File: config.mk
export PLATFORM = sky130hd
export DESIGN_NAME = nsp_front
export DESIGN_NICKNAME = d
export VERILOG_FILES = /design/src/sv/assert_macros.svh /design/src/sv/nsp_pkg.sv /design/src/sv/nsp_front.sv
export SDC_FILE = /design/constraint.sdc
export NUM_CORES = 1
export LEC_CHECK = 0
export ABC_AREA = 1
export CELL_PAD_IN_SITES_DETAIL_PLACEMENT = 1
export CELL_PAD_IN_SITES_GLOBAL_PLACEMENT = 1
export CORE_UTILIZATION = 29
export DETAILED_ROUTE_END_ITERATION = 12
export DONT_BUFFER_PORTS = 1
export PLACE_DENSITY_LB_ADDON = 0.05
export RECOVER_POWER = 100
export SETUP_SLACK_MARGIN = 0.05
export SYNTH_ARGS = -nofsm -noshare
export SYNTH_HDL_FRONTEND = slang
export SYNTH_SLANG_ARGS = --single-unit
File: constraint.sdc
create_clock -name clk -period 2.92 [get_ports clk]
set_clock_uncertainty 0.2 [all_clocks]
set_input_delay 0.292 -clock clk [delete_from_list [all_inputs] [get_ports clk]]
set_output_delay 0.292 -clock clk [all_outputs]
set_load 0.02 [all_outputs]
File: src/sv/assert_macros.svh
// Assertion macros used by the top level of the sentence parser.
`ifndef ASSERT_MACROS_SVH
`define ASSERT_MACROS_SVH

// Same-cycle implication, sampled on clk, off while rst_n is low.
`define NSP_ASSERT(lbl, ante, cons, msg) \
  lbl: assert property (@(posedge clk) disable iff (!rst_n) (ante) |-> (cons)) \
    else $error(msg);

// Next-cycle implication, sampled on clk, off while rst_n is low.
`define NSP_ASSERT_NEXT(lbl, ante, cons, msg) \
  lbl: assert property (@(posedge clk) disable iff (!rst_n) (ante) |=> (cons)) \
    else $error(msg);

`endif

File: src/sv/nsp_pkg.sv
// Types, codes and lookup functions of the NMEA sentence parser.
package nsp_pkg;

  localparam int MAX_SENTENCE_DEF = 128;
  localparam int OPQ_DEPTH        = 4;
  localparam int OUTQ_DEPTH       = 2;
  localparam int NSLOT            = 10;

  localparam logic [4:0]  NO_ERROR  = 5'd31;
  localparam logic [4:0]  FIELD_SAT = 5'd31;
  localparam logic [29:0] ACC_SAT   = 30'd999999999;
  localparam logic [29:0] ACC_LIM   = 30'd99999999;
  localparam logic [3:0]  FIX_MAX   = 4'd9;

  localparam logic [7:0] CH_DOLLAR = 8'h24;
  localparam logic [7:0] CH_LF     = 8'h0A;
  localparam logic [7:0] CH_CR     = 8'h0D;
  localparam logic [7:0] CH_STAR   = 8'h2A;
  localparam logic [7:0] CH_COMMA  = 8'h2C;
  localparam logic [7:0] CH_DOT    = 8'h2E;
  localparam logic [7:0] CH_MINUS  = 8'h2D;
  localparam logic [7:0] CH_ZERO   = 8'h30;
  localparam logic [7:0] CH_NINE   = 8'h39;
  localparam logic [7:0] CH_A      = 8'h41;
  localparam logic [7:0] CH_F      = 8'h46;
  localparam logic [7:0] CH_N      = 8'h4E;
  localparam logic [7:0] CH_S      = 8'h53;
  localparam logic [7:0] CH_E      = 8'h45;
  localparam logic [7:0] CH_W      = 8'h57;
  localparam logic [7:0] CH_V      = 8'h56;
  localparam logic [7:0] CH_G      = 8'h47;
  localparam logic [7:0] CH_P      = 8'h50;
  localparam logic [7:0] CH_R      = 8'h52;
  localparam logic [7:0] CH_M      = 8'h4D;
  localparam logic [7:0] CH_C      = 8'h43;

  typedef enum logic [1:0] {
    KIND_NONE = 2'd0,
    KIND_GGA  = 2'd1,
    KIND_RMC  = 2'd2
  } kind_t;

  typedef enum logic [3:0] {
    TY_NONE, TY_TIME, TY_LAT, TY_LON, TY_NS, TY_EW,
    TY_STAT, TY_FIXQ, TY_SATS, TY_HDOP, TY_ALT, TY_DATE
  } ftype_t;

  // One operation from the front to the back: a staged write, a commit, or both.
  typedef struct packed {
    logic        wr;
    logic        commit;
    logic [3:0]  slot;
    ftype_t      ftype;
    logic        sat;
    logic [2:0]  k;
    logic        neg;
    logic [29:0] ip;
    logic [13:0] frac;
    kind_t       kind;
    logic        ok;
    logic [9:0]  mask;
  } op_t;

  typedef struct packed {
    kind_t              kind;
    logic               ok;
    logic [27:0]        utc_time;
    logic [29:0]        lat;
    logic [1:0]         lat_h;
    logic [30:0]        lon;
    logic [1:0]         lon_h;
    logic [3:0]         fix;
    logic [6:0]         sats;
    logic [13:0]        hdop;
    logic signed [20:0] alt;
    logic [18:0]        date;
  } out_rec_t;

  function automatic ftype_t field_type(kind_t k, logic [4:0] f);
    ftype_t t;
    t = TY_NONE;
    unique case (k)
      KIND_GGA: begin
        case (f)
          5'd1: t = TY_TIME;
          5'd2: t = TY_LAT;
          5'd3: t = TY_NS;
          5'd4: t = TY_LON;
          5'd5: t = TY_EW;
          5'd6: t = TY_FIXQ;
          5'd7: t = TY_SATS;
          5'd8: t = TY_HDOP;
          5'd9: t = TY_ALT;
          default: t = TY_NONE;
        endcase
      end
      KIND_RMC: begin
        case (f)
          5'd1: t = TY_TIME;
          5'd2: t = TY_STAT;
          5'd3: t = TY_LAT;
          5'd4: t = TY_NS;
          5'd5: t = TY_LON;
          5'd6: t = TY_EW;
          5'd9: t = TY_DATE;
          default: t = TY_NONE;
        endcase
      end
      default: t = TY_NONE;
    endcase
    return t;
  endfunction

  function automatic logic [3:0] slot_of(ftype_t t);
    logic [3:0] s;
    unique case (t)
      TY_TIME: s = 4'd0;
      TY_LAT:  s = 4'd1;
      TY_NS:   s = 4'd2;
      TY_LON:  s = 4'd3;
      TY_EW:   s = 4'd4;
      TY_STAT, TY_FIXQ: s = 4'd5;
      TY_SATS: s = 4'd6;
      TY_HDOP: s = 4'd7;
      TY_ALT:  s = 4'd8;
      TY_DATE: s = 4'd9;
      default: s = 4'd0;
    endcase
    return s;
  endfunction

endpackage

File: src/sv/nsp_front.sv
// Front end: sentence framing, checksum, header match and number scanning.
module nsp_front #(
  parameter int MAX_SENTENCE = 128
) (
  input  logic         clk,
  input  logic         rst_n,
  input  logic         accept,
  input  logic [7:0]   ch,
  output logic         op_valid,
  output nsp_pkg::op_t op
);
  import nsp_pkg::*;

  logic [7:0]  count_r, count_nxt;
  logic        ins_r, ins_nxt;
  logic [4:0]  field_r, field_nxt;
  logic [2:0]  phase_r, phase_nxt;
  logic        neg_r, neg_nxt;
  logic [1:0]  hdr_r, hdr_nxt;
  logic [7:0]  xor_r, xor_nxt;
  logic        star_r, star_nxt;
  logic [1:0]  hcnt_r, hcnt_nxt;
  logic [7:0]  hval_r, hval_nxt;
  logic [29:0] acc_r, acc_nxt;
  logic [29:0] int_r, int_nxt;
  logic [13:0] frac_r, frac_nxt;
  logic        sat_r, sat_nxt;
  logic [9:0]  pres_r, pres_nxt;
  logic [4:0]  err_r, err_nxt;

  kind_t      kind_cur, kind_nl;
  ftype_t     t_cur, tf;
  logic [3:0] s_cur;
  logic       first, is_num, is_letter, close_ok, ck, is_digit, is_hex, good;
  logic [3:0] dval, hexd;
  logic [1:0] code;
  logic [2:0] idx;
  logic [7:0] hchar_gga, hchar_rmc;

  always_comb begin
    kind_cur  = hdr_r[0] ? KIND_GGA : (hdr_r[1] ? KIND_RMC : KIND_NONE);
    t_cur     = field_type(kind_cur, field_r);
    s_cur     = slot_of(t_cur);
    first     = !pres_r[s_cur];
    is_letter = (t_cur == TY_NS) || (t_cur == TY_EW) || (t_cur == TY_STAT);
    is_num    = (t_cur != TY_NONE) && !is_letter;
    close_ok  = (field_r != '0) && is_num && pres_r[s_cur] && (phase_r != 3'd7);
    is_digit  = (ch >= CH_ZERO) && (ch <= CH_NINE);
    is_hex    = is_digit || ((ch >= CH_A) && (ch <= CH_F));
    dval      = ch[3:0];
    hexd      = is_digit ? ch[3:0] : 4'(ch[3:0] + 4'd9);
    idx       = 3'(count_r - 8'd1);
    case (idx)
      3'd0: begin hchar_gga = CH_G; hchar_rmc = CH_G; end
      3'd1: begin hchar_gga = CH_P; hchar_rmc = CH_P; end
      3'd2: begin hchar_gga = CH_G; hchar_rmc = CH_R; end
      3'd3: begin hchar_gga = CH_G; hchar_rmc = CH_M; end
      3'd4: begin hchar_gga = CH_A; hchar_rmc = CH_C; end
      default: begin hchar_gga = 8'h00; hchar_rmc = 8'h00; end
    endcase
  end

  always_comb begin
    count_nxt = count_r; ins_nxt = ins_r; field_nxt = field_r; phase_nxt = phase_r;
    neg_nxt = neg_r; hdr_nxt = hdr_r; xor_nxt = xor_r; star_nxt = star_r;
    hcnt_nxt = hcnt_r; hval_nxt = hval_r; acc_nxt = acc_r; int_nxt = int_r;
    frac_nxt = frac_r; sat_nxt = sat_r; pres_nxt = pres_r; err_nxt = err_r;
    op_valid = 1'b0;
    ck       = 1'b0;
    good     = 1'b1;
    code     = 2'd0;
    kind_nl  = KIND_NONE;
    op.wr     = 1'b0;
    op.commit = 1'b0;
    op.slot   = s_cur;
    op.ftype  = t_cur;
    op.sat    = sat_r;
    op.k      = ((phase_r >= 3'd1) && (phase_r <= 3'd5)) ? 3'(phase_r - 3'd1) : 3'd0;
    op.neg    = neg_r;
    op.ip     = (phase_r == 3'd0) ? acc_r : int_r;
    op.frac   = frac_r;
    op.kind   = KIND_NONE;
    op.ok     = 1'b0;
    op.mask   = '0;
    if (accept) begin
      if (ch == CH_DOLLAR) begin
        ins_nxt = 1'b1; count_nxt = 8'd1; field_nxt = '0; phase_nxt = '0; neg_nxt = 1'b0;
        hdr_nxt = 2'b11; xor_nxt = '0; star_nxt = 1'b0; hcnt_nxt = '0; hval_nxt = '0;
        acc_nxt = '0; int_nxt = '0; frac_nxt = '0; sat_nxt = 1'b0;
        pres_nxt = '0; err_nxt = NO_ERROR;
      end else if (ch == CH_LF) begin
        op_valid  = 1'b1;
        op.commit = 1'b1;
        ins_nxt   = 1'b0;
        if (ins_r) begin
          ck      = !star_r || ((hcnt_r == 2'd2) && (hval_r == xor_r));
          kind_nl = kind_cur;
          if (!star_r) begin
            op.wr = close_ok;
            if ((field_r == '0) && (count_r != 8'd6)) kind_nl = KIND_NONE;
          end
          if ((kind_nl != KIND_NONE) && ck) begin
            // Commit fields that precede the first bad letter.
            for (int f = 1; f < NSLOT; f++) begin
              tf = field_type(kind_nl, 5'(f));
              if ((5'(f) < err_r) && (tf != TY_NONE) && pres_r[slot_of(tf)])
                op.mask[slot_of(tf)] = 1'b1;
            end
            op.ok = (err_r == NO_ERROR);
          end
          op.kind = kind_nl;
        end
      end else if (ins_r && (ch != CH_CR)) begin
        if (count_r >= 8'(MAX_SENTENCE)) begin
          ins_nxt = 1'b0;
        end else begin
          count_nxt = 8'(count_r + 8'd1);
          if (star_r) begin
            if ((hcnt_r < 2'd2) && is_hex) begin
              hcnt_nxt = 2'(hcnt_r + 2'd1);
              hval_nxt = {hval_r[3:0], hexd};
            end else begin
              hcnt_nxt = 2'd3;
            end
          end else if ((ch == CH_STAR) || (ch == CH_COMMA)) begin
            op_valid = close_ok;
            op.wr    = close_ok;
            if ((field_r == '0) && (count_r != 8'd6)) hdr_nxt = 2'b00;
            if (ch == CH_STAR) begin
              star_nxt = 1'b1;
            end else begin
              xor_nxt = xor_r ^ ch;
              if (field_r != FIELD_SAT) field_nxt = 5'(field_r + 5'd1);
              phase_nxt = '0; neg_nxt = 1'b0; acc_nxt = '0; int_nxt = '0;
              frac_nxt = '0; sat_nxt = 1'b0;
            end
          end else begin
            xor_nxt = xor_r ^ ch;
            if (field_r == '0) begin
              if ((count_r > 8'd5) || (ch != hchar_gga)) hdr_nxt[0] = 1'b0;
              if ((count_r > 8'd5) || (ch != hchar_rmc)) hdr_nxt[1] = 1'b0;
            end else if (t_cur != TY_NONE) begin
              pres_nxt[s_cur] = 1'b1;
              if (is_letter) begin
                if (first) begin
                  case (t_cur)
                    TY_NS: begin
                      if (ch == CH_N) code = 2'd1;
                      else if (ch == CH_S) code = 2'd2;
                      else good = 1'b0;
                    end
                    TY_EW: begin
                      if (ch == CH_E) code = 2'd1;
                      else if (ch == CH_W) code = 2'd2;
                      else good = 1'b0;
                    end
                    default: begin
                      if (ch == CH_A) code = 2'd1;
                      else if (ch == CH_V) code = 2'd0;
                      else good = 1'b0;
                    end
                  endcase
                  if (good) begin
                    op_valid = 1'b1;
                    op.wr    = 1'b1;
                    op.ip    = 30'(code);
                  end else if (err_r == NO_ERROR) begin
                    err_nxt = field_r;
                  end
                end
              end else if (phase_r != 3'd7) begin
                if (is_digit) begin
                  if (phase_r != 3'd5) begin
                    if (acc_r > ACC_LIM) begin
                      acc_nxt = ACC_SAT;
                      sat_nxt = 1'b1;
                    end else begin
                      acc_nxt = 30'((acc_r << 3) + (acc_r << 1) + 30'(dval));
                    end
                    if (phase_r != 3'd0) begin
                      phase_nxt = 3'(phase_r + 3'd1);
                      frac_nxt  = 14'((frac_r << 3) + (frac_r << 1) + 14'(dval));
                    end
                  end
                end else if ((ch == CH_DOT) && (phase_r == 3'd0)) begin
                  phase_nxt = 3'd1;
                  int_nxt   = acc_r;
                end else if ((ch == CH_MINUS) && first && (t_cur == TY_ALT)) begin
                  neg_nxt = 1'b1;
                end else begin
                  // Stop scanning: finalize what was read so far.
                  op_valid  = 1'b1;
                  op.wr     = 1'b1;
                  phase_nxt = 3'd7;
                end
              end
            end
          end
        end
      end
    end
  end

  always_ff @(posedge clk) begin
    if (!rst_n) begin
      count_r <= '0; ins_r <= 1'b0; field_r <= '0; phase_r <= '0; neg_r <= 1'b0;
      hdr_r <= '0; xor_r <= '0; star_r <= 1'b0; hcnt_r <= '0; hval_r <= '0;
      acc_r <= '0; int_r <= '0; frac_r <= '0; sat_r <= 1'b0;
      pres_r <= '0; err_r <= NO_ERROR;
    end else begin
      count_r <= count_nxt; ins_r <= ins_nxt; field_r <= field_nxt; phase_r <= phase_nxt;
      neg_r <= neg_nxt; hdr_r <= hdr_nxt; xor_r <= xor_nxt; star_r <= star_nxt;
      hcnt_r <= hcnt_nxt; hval_r <= hval_nxt; acc_r <= acc_nxt; int_r <= int_nxt;
      frac_r <= frac_nxt; sat_r <= sat_nxt; pres_r <= pres_nxt; err_r <= err_nxt;
    end
  end
endmodule

==> run_summary.xml, run 1 <==
<?xml version="1.0" encoding="UTF-8"?>
<metrics>
  <group name="power_and_ir_drop">
    <metric name="peakVddDrop" unit="uV">418</metric>
    <metric name="static-leakage-power" unit="nW">6.86</metric>
    <metric name="areal_power_density_over_the_cells" unit="nW/um2">271</metric>
    <metric name="fin_total_pwr" unit="W">0.00423</metric>
  </group>
  <group name="global_routing">
    <metric name="grt_first_pass_wirelength" unit="um">67600</metric>
    <metric name="pin_count_of_the_biggest_net_entering_global_routing" unit="">59</metric>
    <metric name="first_global_vias" unit="">12300</metric>
    <metric name="groute.usage.overall" unit="">0.242</metric>
    <metric name="number_of_antenna_violations_at_the_first_check_in_global_routing" unit="">0</metric>
    <metric name="globalRouteOverflowTotal" unit="">0</metric>
  </group>
  <group name="run_status">
    <metric name="run_status" unit="">finished with violations</metric>
    <metric name="failed_checks" unit="">setup timing</metric>
  </group>
  <group name="yosys">
    <metric name="synthDominantAreaCellType" unit="">sky130_fd_sc_hd__dfxtp_1</metric>
    <metric name="yosysTopAreaCellShare" unit="">0.259</metric>
    <metric name="synth-adder-area-share" unit="">0.139</metric>
    <metric name="area_share_of_and_or_nand_nor_cells_after_synthesis" unit="">0.304</metric>
    <metric name="post_synth_num_cell_types" unit="">65</metric>
    <metric name="synth_nets" unit="">1655</metric>
    <metric name="synth-edff-count" unit="">0</metric>
    <metric name="ys_seq_elements" unit="">133</metric>
    <metric name="yosys_warnings" unit="">0</metric>
    <metric name="postSynth.asyncResetShare" unit="">0</metric>
    <metric name="synthXorXnorAreaFrac" unit="">0.0264</metric>
    <metric name="synth.area.mux_share" unit="">0.000974</metric>
    <metric name="synth_compound_gate_area_share" unit="">0.183</metric>
    <metric name="synth_top_family_by_area" unit="">simple AND/OR/NAND/NOR gates</metric>
    <metric name="seq_area_frac_synth" unit="">0.259</metric>
    <metric name="synth_top_cells_by_area" unit="">sky130_fd_sc_hd__dfxtp_1, sky130_fd_sc_hd__ha_1, sky130_fd_sc_hd__nand2_1, sky130_fd_sc_hd__a21oi_1, sky130_fd_sc_hd__inv_1</metric>
    <metric name="synth_ff_type" unit="">sky130_fd_sc_hd__dfxtp_1</metric>
    <metric name="netlist_top_cells_count" unit="">sky130_fd_sc_hd__nand2_1, sky130_fd_sc_hd__a21oi_1, sky130_fd_sc_hd__inv_1</metric>
    <metric name="synth.avg_cell_area" unit="um2">6.71</metric>
    <metric name="post_synth_inst_count" unit="">1532</metric>
    <metric name="netlist_area_before_placement" unit="um2">10300</metric>
    <metric name="yosysMostFrequentCell" unit="">sky130_fd_sc_hd__nand2_1</metric>
  </group>
  <group name="floorplan">
    <metric name="start_util" unit="">0.296</metric>
    <metric name="chipHeight" unit="um">190</metric>
    <metric name="coreArea" unit="um2">34700</metric>
    <metric name="design.portCount" unit="">84</metric>
    <metric name="die_width" unit="um">190</metric>
    <metric name="die_area" unit="um2">36200</metric>
    <metric name="rows" unit="">68</metric>
  </group>
  <group name="critical_path">
    <metric name="crit_top_cell" unit="">sky130_fd_sc_hd__buf_4</metric>
    <metric name="worstPathCellList" unit="">inv_2 &gt; ha_4 &gt; inv_2 &gt; nor2_4 &gt; nand2_2 &gt; a41oi_2 &gt; nand2_2 &gt; nand2_4 &gt; ha_2 &gt; inv_1 &gt; buf_4 &gt; buf_4 &gt; a211oi_1 &gt; nor2_2 &gt; buf_4 &gt; o21ai_2 &gt; a41oi_4</metric>
    <metric name="worst_setup_path_start_kind" unit="">flop</metric>
    <metric name="critPathTopFamily" unit="">compound AO/OA/AOI/OAI gates</metric>
    <metric name="critical-path-slowest-cell" unit="">sky130_fd_sc_hd__dfxtp_2</metric>
    <metric name="worstPathBufferInverterCount" unit="">6</metric>
    <metric name="arrival" unit="ns">3.17</metric>
    <metric name="critPathCaptureType" unit="">output pin</metric>
    <metric name="timing_worst_setup_path_type" unit="">flop to output pin</metric>
    <metric name="cp_data_required_time" unit="ns">2.43</metric>
    <metric name="crit_path_max_incr_delay" unit="ns">0.33</metric>
    <metric name="path_max_fanout" unit="">4</metric>
  </group>
  <group name="detailed_routing">
    <metric name="totalWireLength" unit="um">43000</metric>
    <metric name="drt_first_pass_iters" unit="">4</metric>
    <metric name="routed_wire_length_per_instance" unit="um">18.6</metric>
    <metric name="drc" unit="">0</metric>
    <metric name="residual_antenna_violating_net_count_after_detailed_routing" unit="">0</metric>
    <metric name="dr_iter_0_viols" unit="">378</metric>
    <metric name="vias_per_cell" unit="">5.00</metric>
    <metric name="via_count" unit="">11600</metric>
  </group>
  <group name="placed_design">
    <metric name="numPortBuffers" unit="">0</metric>
    <metric name="hpwl" unit="um">31000</metric>
    <metric name="placement.setup.worst_slack" unit="ns">-0.391</metric>
    <metric name="gp_congestion" unit="">0.849</metric>
  </group>
  <group name="timing">
    <metric name="period_utilisation_layout" unit="">1.25</metric>
    <metric name="slew_at_the_pin_closest_to_its_max_slew_limit" unit="ns">0.826</metric>
    <metric name="drv_slew" unit="">0</metric>
    <metric name="hold_viol_final" unit="">0</metric>
    <metric name="rsz_0062_raised_after_global_routing" unit="">true</metric>
    <metric name="report.final.setup_viol" unit="">134</metric>
    <metric name="worst_slack" unit="ns">-0.742</metric>
    <metric name="period_minus_slack" unit="ns">3.66</metric>
    <metric name="whs" unit="ns">0.0805</metric>
    <metric name="timing.fmax" unit="MHz">273</metric>
    <metric name="timing.slew.headroom" unit="">0.450</metric>
    <metric name="final.setup.tns" unit="ns">-44.29</metric>
  </group>
  <group name="worst_hold_path">
    <metric name="min_path_type" unit="">primary input to flop</metric>
  </group>
  <group name="clock_tree">
    <metric name="clock_sinks" unit="">133</metric>
    <metric name="worst_skew_late_latency" unit="ns">0.45</metric>
    <metric name="cts_root_buf" unit="">sky130_fd_sc_hd__clkbuf_16</metric>
    <metric name="tritoncts" unit="">done</metric>
    <metric name="clkSlewWorstSetupHoldPaths" unit="ns">0.07</metric>
    <metric name="cts_max_level" unit="">4</metric>
    <metric name="tritoncts.num_buffers" unit="">17</metric>
    <metric name="cts_buffer_depth" unit="">2</metric>
  </group>
  <group name="layout">
    <metric name="drive_gt1_frac" unit="">0.355</metric>
    <metric name="syn2layout_area_growth" unit="%">52.0</metric>
    <metric name="finalCoreUtilization" unit="">0.450</metric>
    <metric name="layout.nets" unit="">1971</metric>
    <metric name="diodes" unit="">0</metric>
  </group>
  <group name="flow_run">
    <metric name="number_of_violations_of_the_max_capacitance_limit" unit="">0</metric>
  </group>
</metrics>
worst reg2reg max path, stage by stage (launching register included):
cell,delay [ns]
sky130_fd_sc_hd__dfxtp_2,0.33
sky130_fd_sc_hd__inv_2,0.09
sky130_fd_sc_hd__buf_6,0.11
sky130_fd_sc_hd__ha_4,0.12
sky130_fd_sc_hd__inv_2,0.03
sky130_fd_sc_hd__nor2_2,0.08
sky130_fd_sc_hd__nand2_2,0.07
sky130_fd_sc_hd__o22ai_4,0.19
sky130_fd_sc_hd__inv_2,0.12
sky130_fd_sc_hd__buf_6,0.13
sky130_fd_sc_hd__buf_6,0.11
sky130_fd_sc_hd__nand3_4,0.08
sky130_fd_sc_hd__clkinv_4,0.07
sky130_fd_sc_hd__nor3_4,0.16
sky130_fd_sc_hd__buf_4,0.15
sky130_fd_sc_hd__buf_6,0.08
sky130_fd_sc_hd__buf_6,0.08
sky130_fd_sc_hd__or2_4,0.14
sky130_fd_sc_hd__nand2_4,0.07
sky130_fd_sc_hd__nor2_4,0.18
sky130_fd_sc_hd__clkinv_4,0.13
sky130_fd_sc_hd__buf_12,0.15
sky130_fd_sc_hd__buf_16,0.14
sky130_fd_sc_hd__nand2_1,0.06
sky130_fd_sc_hd__a21oi_1,0.06
final cells by class:
| type | count | area [um2] |
|---|---|---|
| timing repair inverter | 3 | 38.8 |
| inverter | 171 | 692 |
| multi-input combinational | 1182 | 8040 |
| sequential | 133 | 2670 |
| timing repair buffer | 340 | 3010 |
| clock buffer | 18 | 429 |
| clock inverter | 13 | 171 |
| fill | 4245 | 19100 |
| tap | 455 | 569 |
sequential cells by signal (all words and copies together) (netlist names), 3 cells and up, named ones only:
signal   flops
xor_r        8
field_r      5
acc_r       30
frac_r      14
count_r      8
hval_r       8
int_r       30
err_r        5
pres_r      10
phase_r      3
placed cells by master, fill, tap and decap left out, types with 19 or more instances in the layout:
master	Yosys	layout
sky130_fd_sc_hd__nand2_2	5	45
sky130_fd_sc_hd__o21ai_0	78	54
sky130_fd_sc_hd__nor2_1	130	113
sky130_fd_sc_hd__nand3_1	98	72
sky130_fd_sc_hd__buf_4	9	255
sky130_fd_sc_hd__inv_2	17	29
sky130_fd_sc_hd__nand3_2	6	30
sky130_fd_sc_hd__nand2_1	355	303
sky130_fd_sc_hd__nand4_1	25	25
sky130_fd_sc_hd__a21oi_1	185	139
sky130_fd_sc_hd__a21oi_2	2	31
sky130_fd_sc_hd__dfxtp_1	133	128
sky130_fd_sc_hd__buf_6	3	39
sky130_fd_sc_hd__inv_1	149	127
sky130_fd_sc_hd__clkbuf_16	0	19
sky130_fd_sc_hd__ha_1	108	98
sky130_fd_sc_hd__nor3_1	23	20
cell families (layout without fill, tap and decap cells):
family	count (synthesis)	in the layout
multiplexers	1	1
AND/OR/NAND/NOR	697	699
XOR/XNOR	31	31
adder cells (fa/ha/maj)	112	112
buffers and inverters	219	545
flip-flops	133	133
AO/OA/AOI/OAI	339	339
worst paths after layout:
kind | from | end | slack (ns) | cells after the start
hold reg to reg | int_r[2] | int_r[2] | 0.26 | 2
setup / recovery | field_r[1] | op[5] | -0.74 | 17
hold / removal | ch[6] | xor_r[6] | 0.08 | 3
setup reg to reg | field_r[1] | int_r[18] | -0.32 | 24
stage by stage:
stage / area [um2] / instances
finish: 15600 / 2315
global route: 15600 / 2315
CTS: 15100 / 2299
detailed placement: 12900 / 2176
global placement: 12900 / 2176
floorplan: 10700 / 1532
per-layer routing:
metal | up-vias | GRT usage | wire length (um) | share of wire
li1 | 5776 | - | - | -
met1 | 5600 | 0.291 | 19000 | 0.44
met2 | 140 | 0.428 | 21300 | 0.49
met3 | 67 | 0.0399 | 1290 | 0.030
met4 | 0 | 0.0942 | 1400 | 0.033
met5 | - | 0 | 0 | 0
repair_timing:
| item | CTS | global route |
|---|---|---|
| hold endpoints to repair | 22 | 0 |
| cloned | 10 | 3 |
| buffers inserted | 76 | 21 |
| pin swaps | 61 | 64 |
| setup endpoints to repair | 126 | 145 |
| hold buffers | 7 | 0 |
| gates resized for setup | 195 | 127 |
report_power, final:
part	switching, W	internal (W)	leakage [nW]
registers	0.000000470	0.00181	1.07
clock network	0.000931	0.00135	0.288
logic	0.0000973	0.0000411	5.50
total	0.00103	0.00321	6.86
Note: power is estimated with default switching activity, not from simulation.
==> run 2: changes to the inputs <==
--- a/config.mk
+++ b/config.mk
@@ -5,10 +5,9 @@
 export SDC_FILE = /design/constraint.sdc
 export NUM_CORES = 1
 export LEC_CHECK = 0
-export ABC_AREA = 1
 export CELL_PAD_IN_SITES_DETAIL_PLACEMENT = 1
 export CELL_PAD_IN_SITES_GLOBAL_PLACEMENT = 1
-export CORE_UTILIZATION = 29
+export CORE_UTILIZATION = 44
 export DETAILED_ROUTE_END_ITERATION = 12
 export DONT_BUFFER_PORTS = 1
 export PLACE_DENSITY_LB_ADDON = 0.05
==> run 2 against run 1 <==
Compared with the run above:
- the run still ends with setup timing left
- area after synthesis shrank 1.6%
- critical path type unchanged
- final area is 7.2% lower
- sequential share of layout area increased by 1.4 points
- largest power group unchanged
- final cell count decreased by 20%
- die area shrank 35%
==> run_summary.xml, run 2 <==
<?xml version="1.0" encoding="UTF-8"?>
<metrics>
  <group name="run_status">
    <metric name="run_status" unit="">finished with violations</metric>
    <metric name="failed_checks" unit="">setup timing</metric>
  </group>
  <group name="timing">
    <metric name="rsz_0062_raised_after_global_routing" unit="">true</metric>
    <metric name="period_utilisation_layout" unit="">1.34</metric>
    <metric name="timing.slew.headroom" unit="">0.486</metric>
    <metric name="slew_at_the_pin_closest_to_its_max_slew_limit" unit="ns">0.769</metric>
    <metric name="period_minus_slack" unit="ns">3.92</metric>
    <metric name="worst_slack" unit="ns">-0.996</metric>
    <metric name="drv_slew" unit="">0</metric>
    <metric name="timing.fmax" unit="MHz">255</metric>
    <metric name="report.final.setup_viol" unit="">131</metric>
    <metric name="hold_viol_final" unit="">0</metric>
  </group>
  <group name="detailed_routing">
    <metric name="vias_per_cell" unit="">6.21</metric>
    <metric name="totalWireLength" unit="um">45000</metric>
    <metric name="residual_antenna_violating_net_count_after_detailed_routing" unit="">0</metric>
    <metric name="via_count" unit="">11600</metric>
    <metric name="drc" unit="">0</metric>
    <metric name="dr_iter_0_viols" unit="">740</metric>
    <metric name="routed_wire_length_per_instance" unit="um">24.2</metric>
    <metric name="drt_first_pass_iters" unit="">5</metric>
  </group>
  <group name="layout">
    <metric name="layout.cells.most_common" unit="">sky130_fd_sc_hd__buf_4</metric>
    <metric name="instances_no_fill" unit="">1862</metric>
    <metric name="largestRegisters" unit="">acc_r: 30 flops, int_r: 30 flops, frac_r: 14 flops</metric>
    <metric name="diodes" unit="">0</metric>
    <metric name="final_cell_area" unit="um2">14500</metric>
    <metric name="syn2layout_area_growth" unit="%">43.3</metric>
    <metric name="layout.nets" unit="">1687</metric>
    <metric name="layout_common_cells" unit="">sky130_fd_sc_hd__buf_4, sky130_fd_sc_hd__nand2_1, sky130_fd_sc_hd__nor2_1, sky130_fd_sc_hd__dfxtp_1, sky130_fd_sc_hd__a21oi_1</metric>
    <metric name="drive_gt1_frac" unit="">0.334</metric>
  </group>
  <group name="flow_run">
    <metric name="number_of_violations_of_the_max_capacitance_limit" unit="">0</metric>
  </group>
  <group name="placed_design">
    <metric name="postPlaceCellArea" unit="um2">12300</metric>
    <metric name="numPortBuffers" unit="">0</metric>
    <metric name="hpwl" unit="um">26700</metric>
    <metric name="dpl.cell_count" unit="">1784</metric>
    <metric name="placement.setup.worst_slack" unit="ns">-0.610</metric>
    <metric name="gp_congestion" unit="">0.914</metric>
  </group>
  <group name="critical_path">
    <metric name="path_max_fanout" unit="">7</metric>
    <metric name="critPathCaptureType" unit="">output pin</metric>
    <metric name="worst_setup_path_start_kind" unit="">flop</metric>
    <metric name="cp_data_required_time" unit="ns">2.43</metric>
    <metric name="arrival" unit="ns">3.42</metric>
    <metric name="timing_worst_setup_path_type" unit="">flop to output pin</metric>
  </group>
  <group name="floorplan">
    <metric name="start_util" unit="">0.448</metric>
    <metric name="die_area" unit="um2">23600</metric>
    <metric name="die_width" unit="um">154</metric>
    <metric name="rows" unit="">55</metric>
    <metric name="design.portCount" unit="">84</metric>
    <metric name="chipHeight" unit="um">154</metric>
    <metric name="coreArea" unit="um2">22600</metric>
  </group>
  <group name="yosys">
    <metric name="netlist_area_before_placement" unit="um2">10100</metric>
    <metric name="yosysTopAreaCellShare" unit="">0.263</metric>
    <metric name="synth_top_cells_by_area" unit="">sky130_fd_sc_hd__dfxtp_1, sky130_fd_sc_hd__ha_1, sky130_fd_sc_hd__a21oi_1, sky130_fd_sc_hd__nand2_1, sky130_fd_sc_hd__nor2_1</metric>
    <metric name="synth.avg_cell_area" unit="um2">7.59</metric>
    <metric name="post_synth_inst_count" unit="">1333</metric>
    <metric name="postSynth.asyncResetShare" unit="">0</metric>
    <metric name="synthDominantAreaCellType" unit="">sky130_fd_sc_hd__dfxtp_1</metric>
    <metric name="synth_ff_type" unit="">sky130_fd_sc_hd__dfxtp_1</metric>
    <metric name="synth_nets" unit="">1456</metric>
    <metric name="post_synth_num_cell_types" unit="">81</metric>
    <metric name="yosys_warnings" unit="">0</metric>
    <metric name="seq_area_frac_synth" unit="">0.263</metric>
    <metric name="yosysMostFrequentCell" unit="">sky130_fd_sc_hd__nand2_1</metric>
    <metric name="synth-edff-count" unit="">0</metric>
    <metric name="netlist_top_cells_count" unit="">sky130_fd_sc_hd__nand2_1, sky130_fd_sc_hd__a21oi_1, sky130_fd_sc_hd__nor2_1</metric>
    <metric name="ys_seq_elements" unit="">133</metric>
  </group>
  <group name="power_and_ir_drop">
    <metric name="areal_power_density_over_the_cells" unit="nW/um2">297</metric>
    <metric name="fin_total_pwr" unit="W">0.00431</metric>
    <metric name="peakVddDrop" unit="uV">334</metric>
    <metric name="static-leakage-power" unit="nW">6.07</metric>
  </group>
  <group name="clock_tree">
    <metric name="cts_buffer_depth" unit="">2</metric>
    <metric name="tritoncts" unit="">done</metric>
    <metric name="worst_skew_late_latency" unit="ns">0.44</metric>
    <metric name="clock_sinks" unit="">133</metric>
    <metric name="cts_max_level" unit="">4</metric>
    <metric name="cts_root_buf" unit="">sky130_fd_sc_hd__clkbuf_16</metric>
    <metric name="tritoncts.num_buffers" unit="">17</metric>
    <metric name="clkSlewWorstSetupHoldPaths" unit="ns">0.08</metric>
  </group>
  <group name="global_routing">
    <metric name="groute.usage.overall" unit="">0.338</metric>
    <metric name="first_global_vias" unit="">11800</metric>
    <metric name="pin_count_of_the_biggest_net_entering_global_routing" unit="">40</metric>
    <metric name="number_of_antenna_violations_at_the_first_check_in_global_routing" unit="">1</metric>
    <metric name="globalRouteOverflowTotal" unit="">0</metric>
    <metric name="grt_first_pass_wirelength" unit="um">63000</metric>
  </group>
  <group name="worst_hold_path">
    <metric name="min_path_type" unit="">primary input to flop</metric>
  </group>
</metrics>
==> run 2: area by class of cell <==
cell class | count | area [um2]
multi-input combinational | 1092 | 8240
sequential | 133 | 2680
inverter | 36 | 159
tap | 285 | 357
timing repair buffer | 284 | 2450
clock buffer | 19 | 453
clock inverter | 13 | 160
fill | 2626 | 8080
==> run 2: worst max-delay path, cell delays in order (launching register included) <==
cell and delay (ns):
sky130_fd_sc_hd__dfxtp_4 0.39, sky130_fd_sc_hd__inv_4 0.06, sky130_fd_sc_hd__ha_4 0.17, sky130_fd_sc_hd__a21o_1 0.16
sky130_fd_sc_hd__a32o_2 0.27, sky130_fd_sc_hd__nand2_4 0.06, sky130_fd_sc_hd__inv_2 0.04, sky130_fd_sc_hd__o31a_1 0.27
sky130_fd_sc_hd__or4_4 0.44, sky130_fd_sc_hd__a31oi_4 0.23, sky130_fd_sc_hd__nand3_4 0.12, sky130_fd_sc_hd__nor4_4 0.22
sky130_fd_sc_hd__buf_12 0.22, sky130_fd_sc_hd__clkbuf_16 0.20, sky130_fd_sc_hd__a21oi_1 0.12
==> run 2: report_power, final <==
part / leakage [nW] / switching [W] / internal (W)
Clock: 0.299 / 0.00102 / 0.00133
Sequential: 1.08 / 0.000000546 / 0.00181
Combinational: 4.69 / 0.0000942 / 0.0000499
==> run 2: cell families after synthesis <==
family,synth area share
AND/OR/NAND/NOR,0.236
AO/OA/AOI/OAI,0.242
flip-flops,0.263
adder cells (fa/ha/maj),0.141
buffers and inverters,0.0444
XOR/XNOR,0.0563
multiplexers,0.0161
==> run 2: metrics by stage <==
stage / utilization / hold slack, ns / TNS [ns]
finish: 0.642 / 0.0355 / -65.57
CTS: 0.605 / 0.0164 / -49.35
floorplan: - / 0.232 / -13.53
detailed placement: 0.547 / 0.244 / -35.16
global placement: 0.547 / 0.239 / -26.47
global route: 0.642 / 0.0557 / -77.04
==> run 2: routing by layer <==
layer / share of wire / GRT usage
met1: 0.40 / 0.389
met2: 0.51 / 0.608
met3: 0.048 / 0.0541
met4: 0.049 / 0.160
met5: 0 / 0
==> run 2: worst paths after layout <==
kind                             endpoint  slack, ns  depth (start not counted)  startpoint
worst min register to register  int_r[26]       0.26                          2   int_r[26]
worst max-delay path               op[53]       -1.0                         14  field_r[0]
worst min-delay path            hval_r[3]       0.04                          4       ch[2]
worst max register to register  frac_r[3]      -0.60                         18  field_r[0]
==> run 2: timing repair <==
item                                   4_1_cts  5_1_grt
hold buffers                                10        0
resized for setup                          104      156
pin swaps                                   70       45
gates cloned                                 4        3
setup endpoints to repair                  131      139
endpoints found under the hold margin       28        0
buffers inserted                            14       16
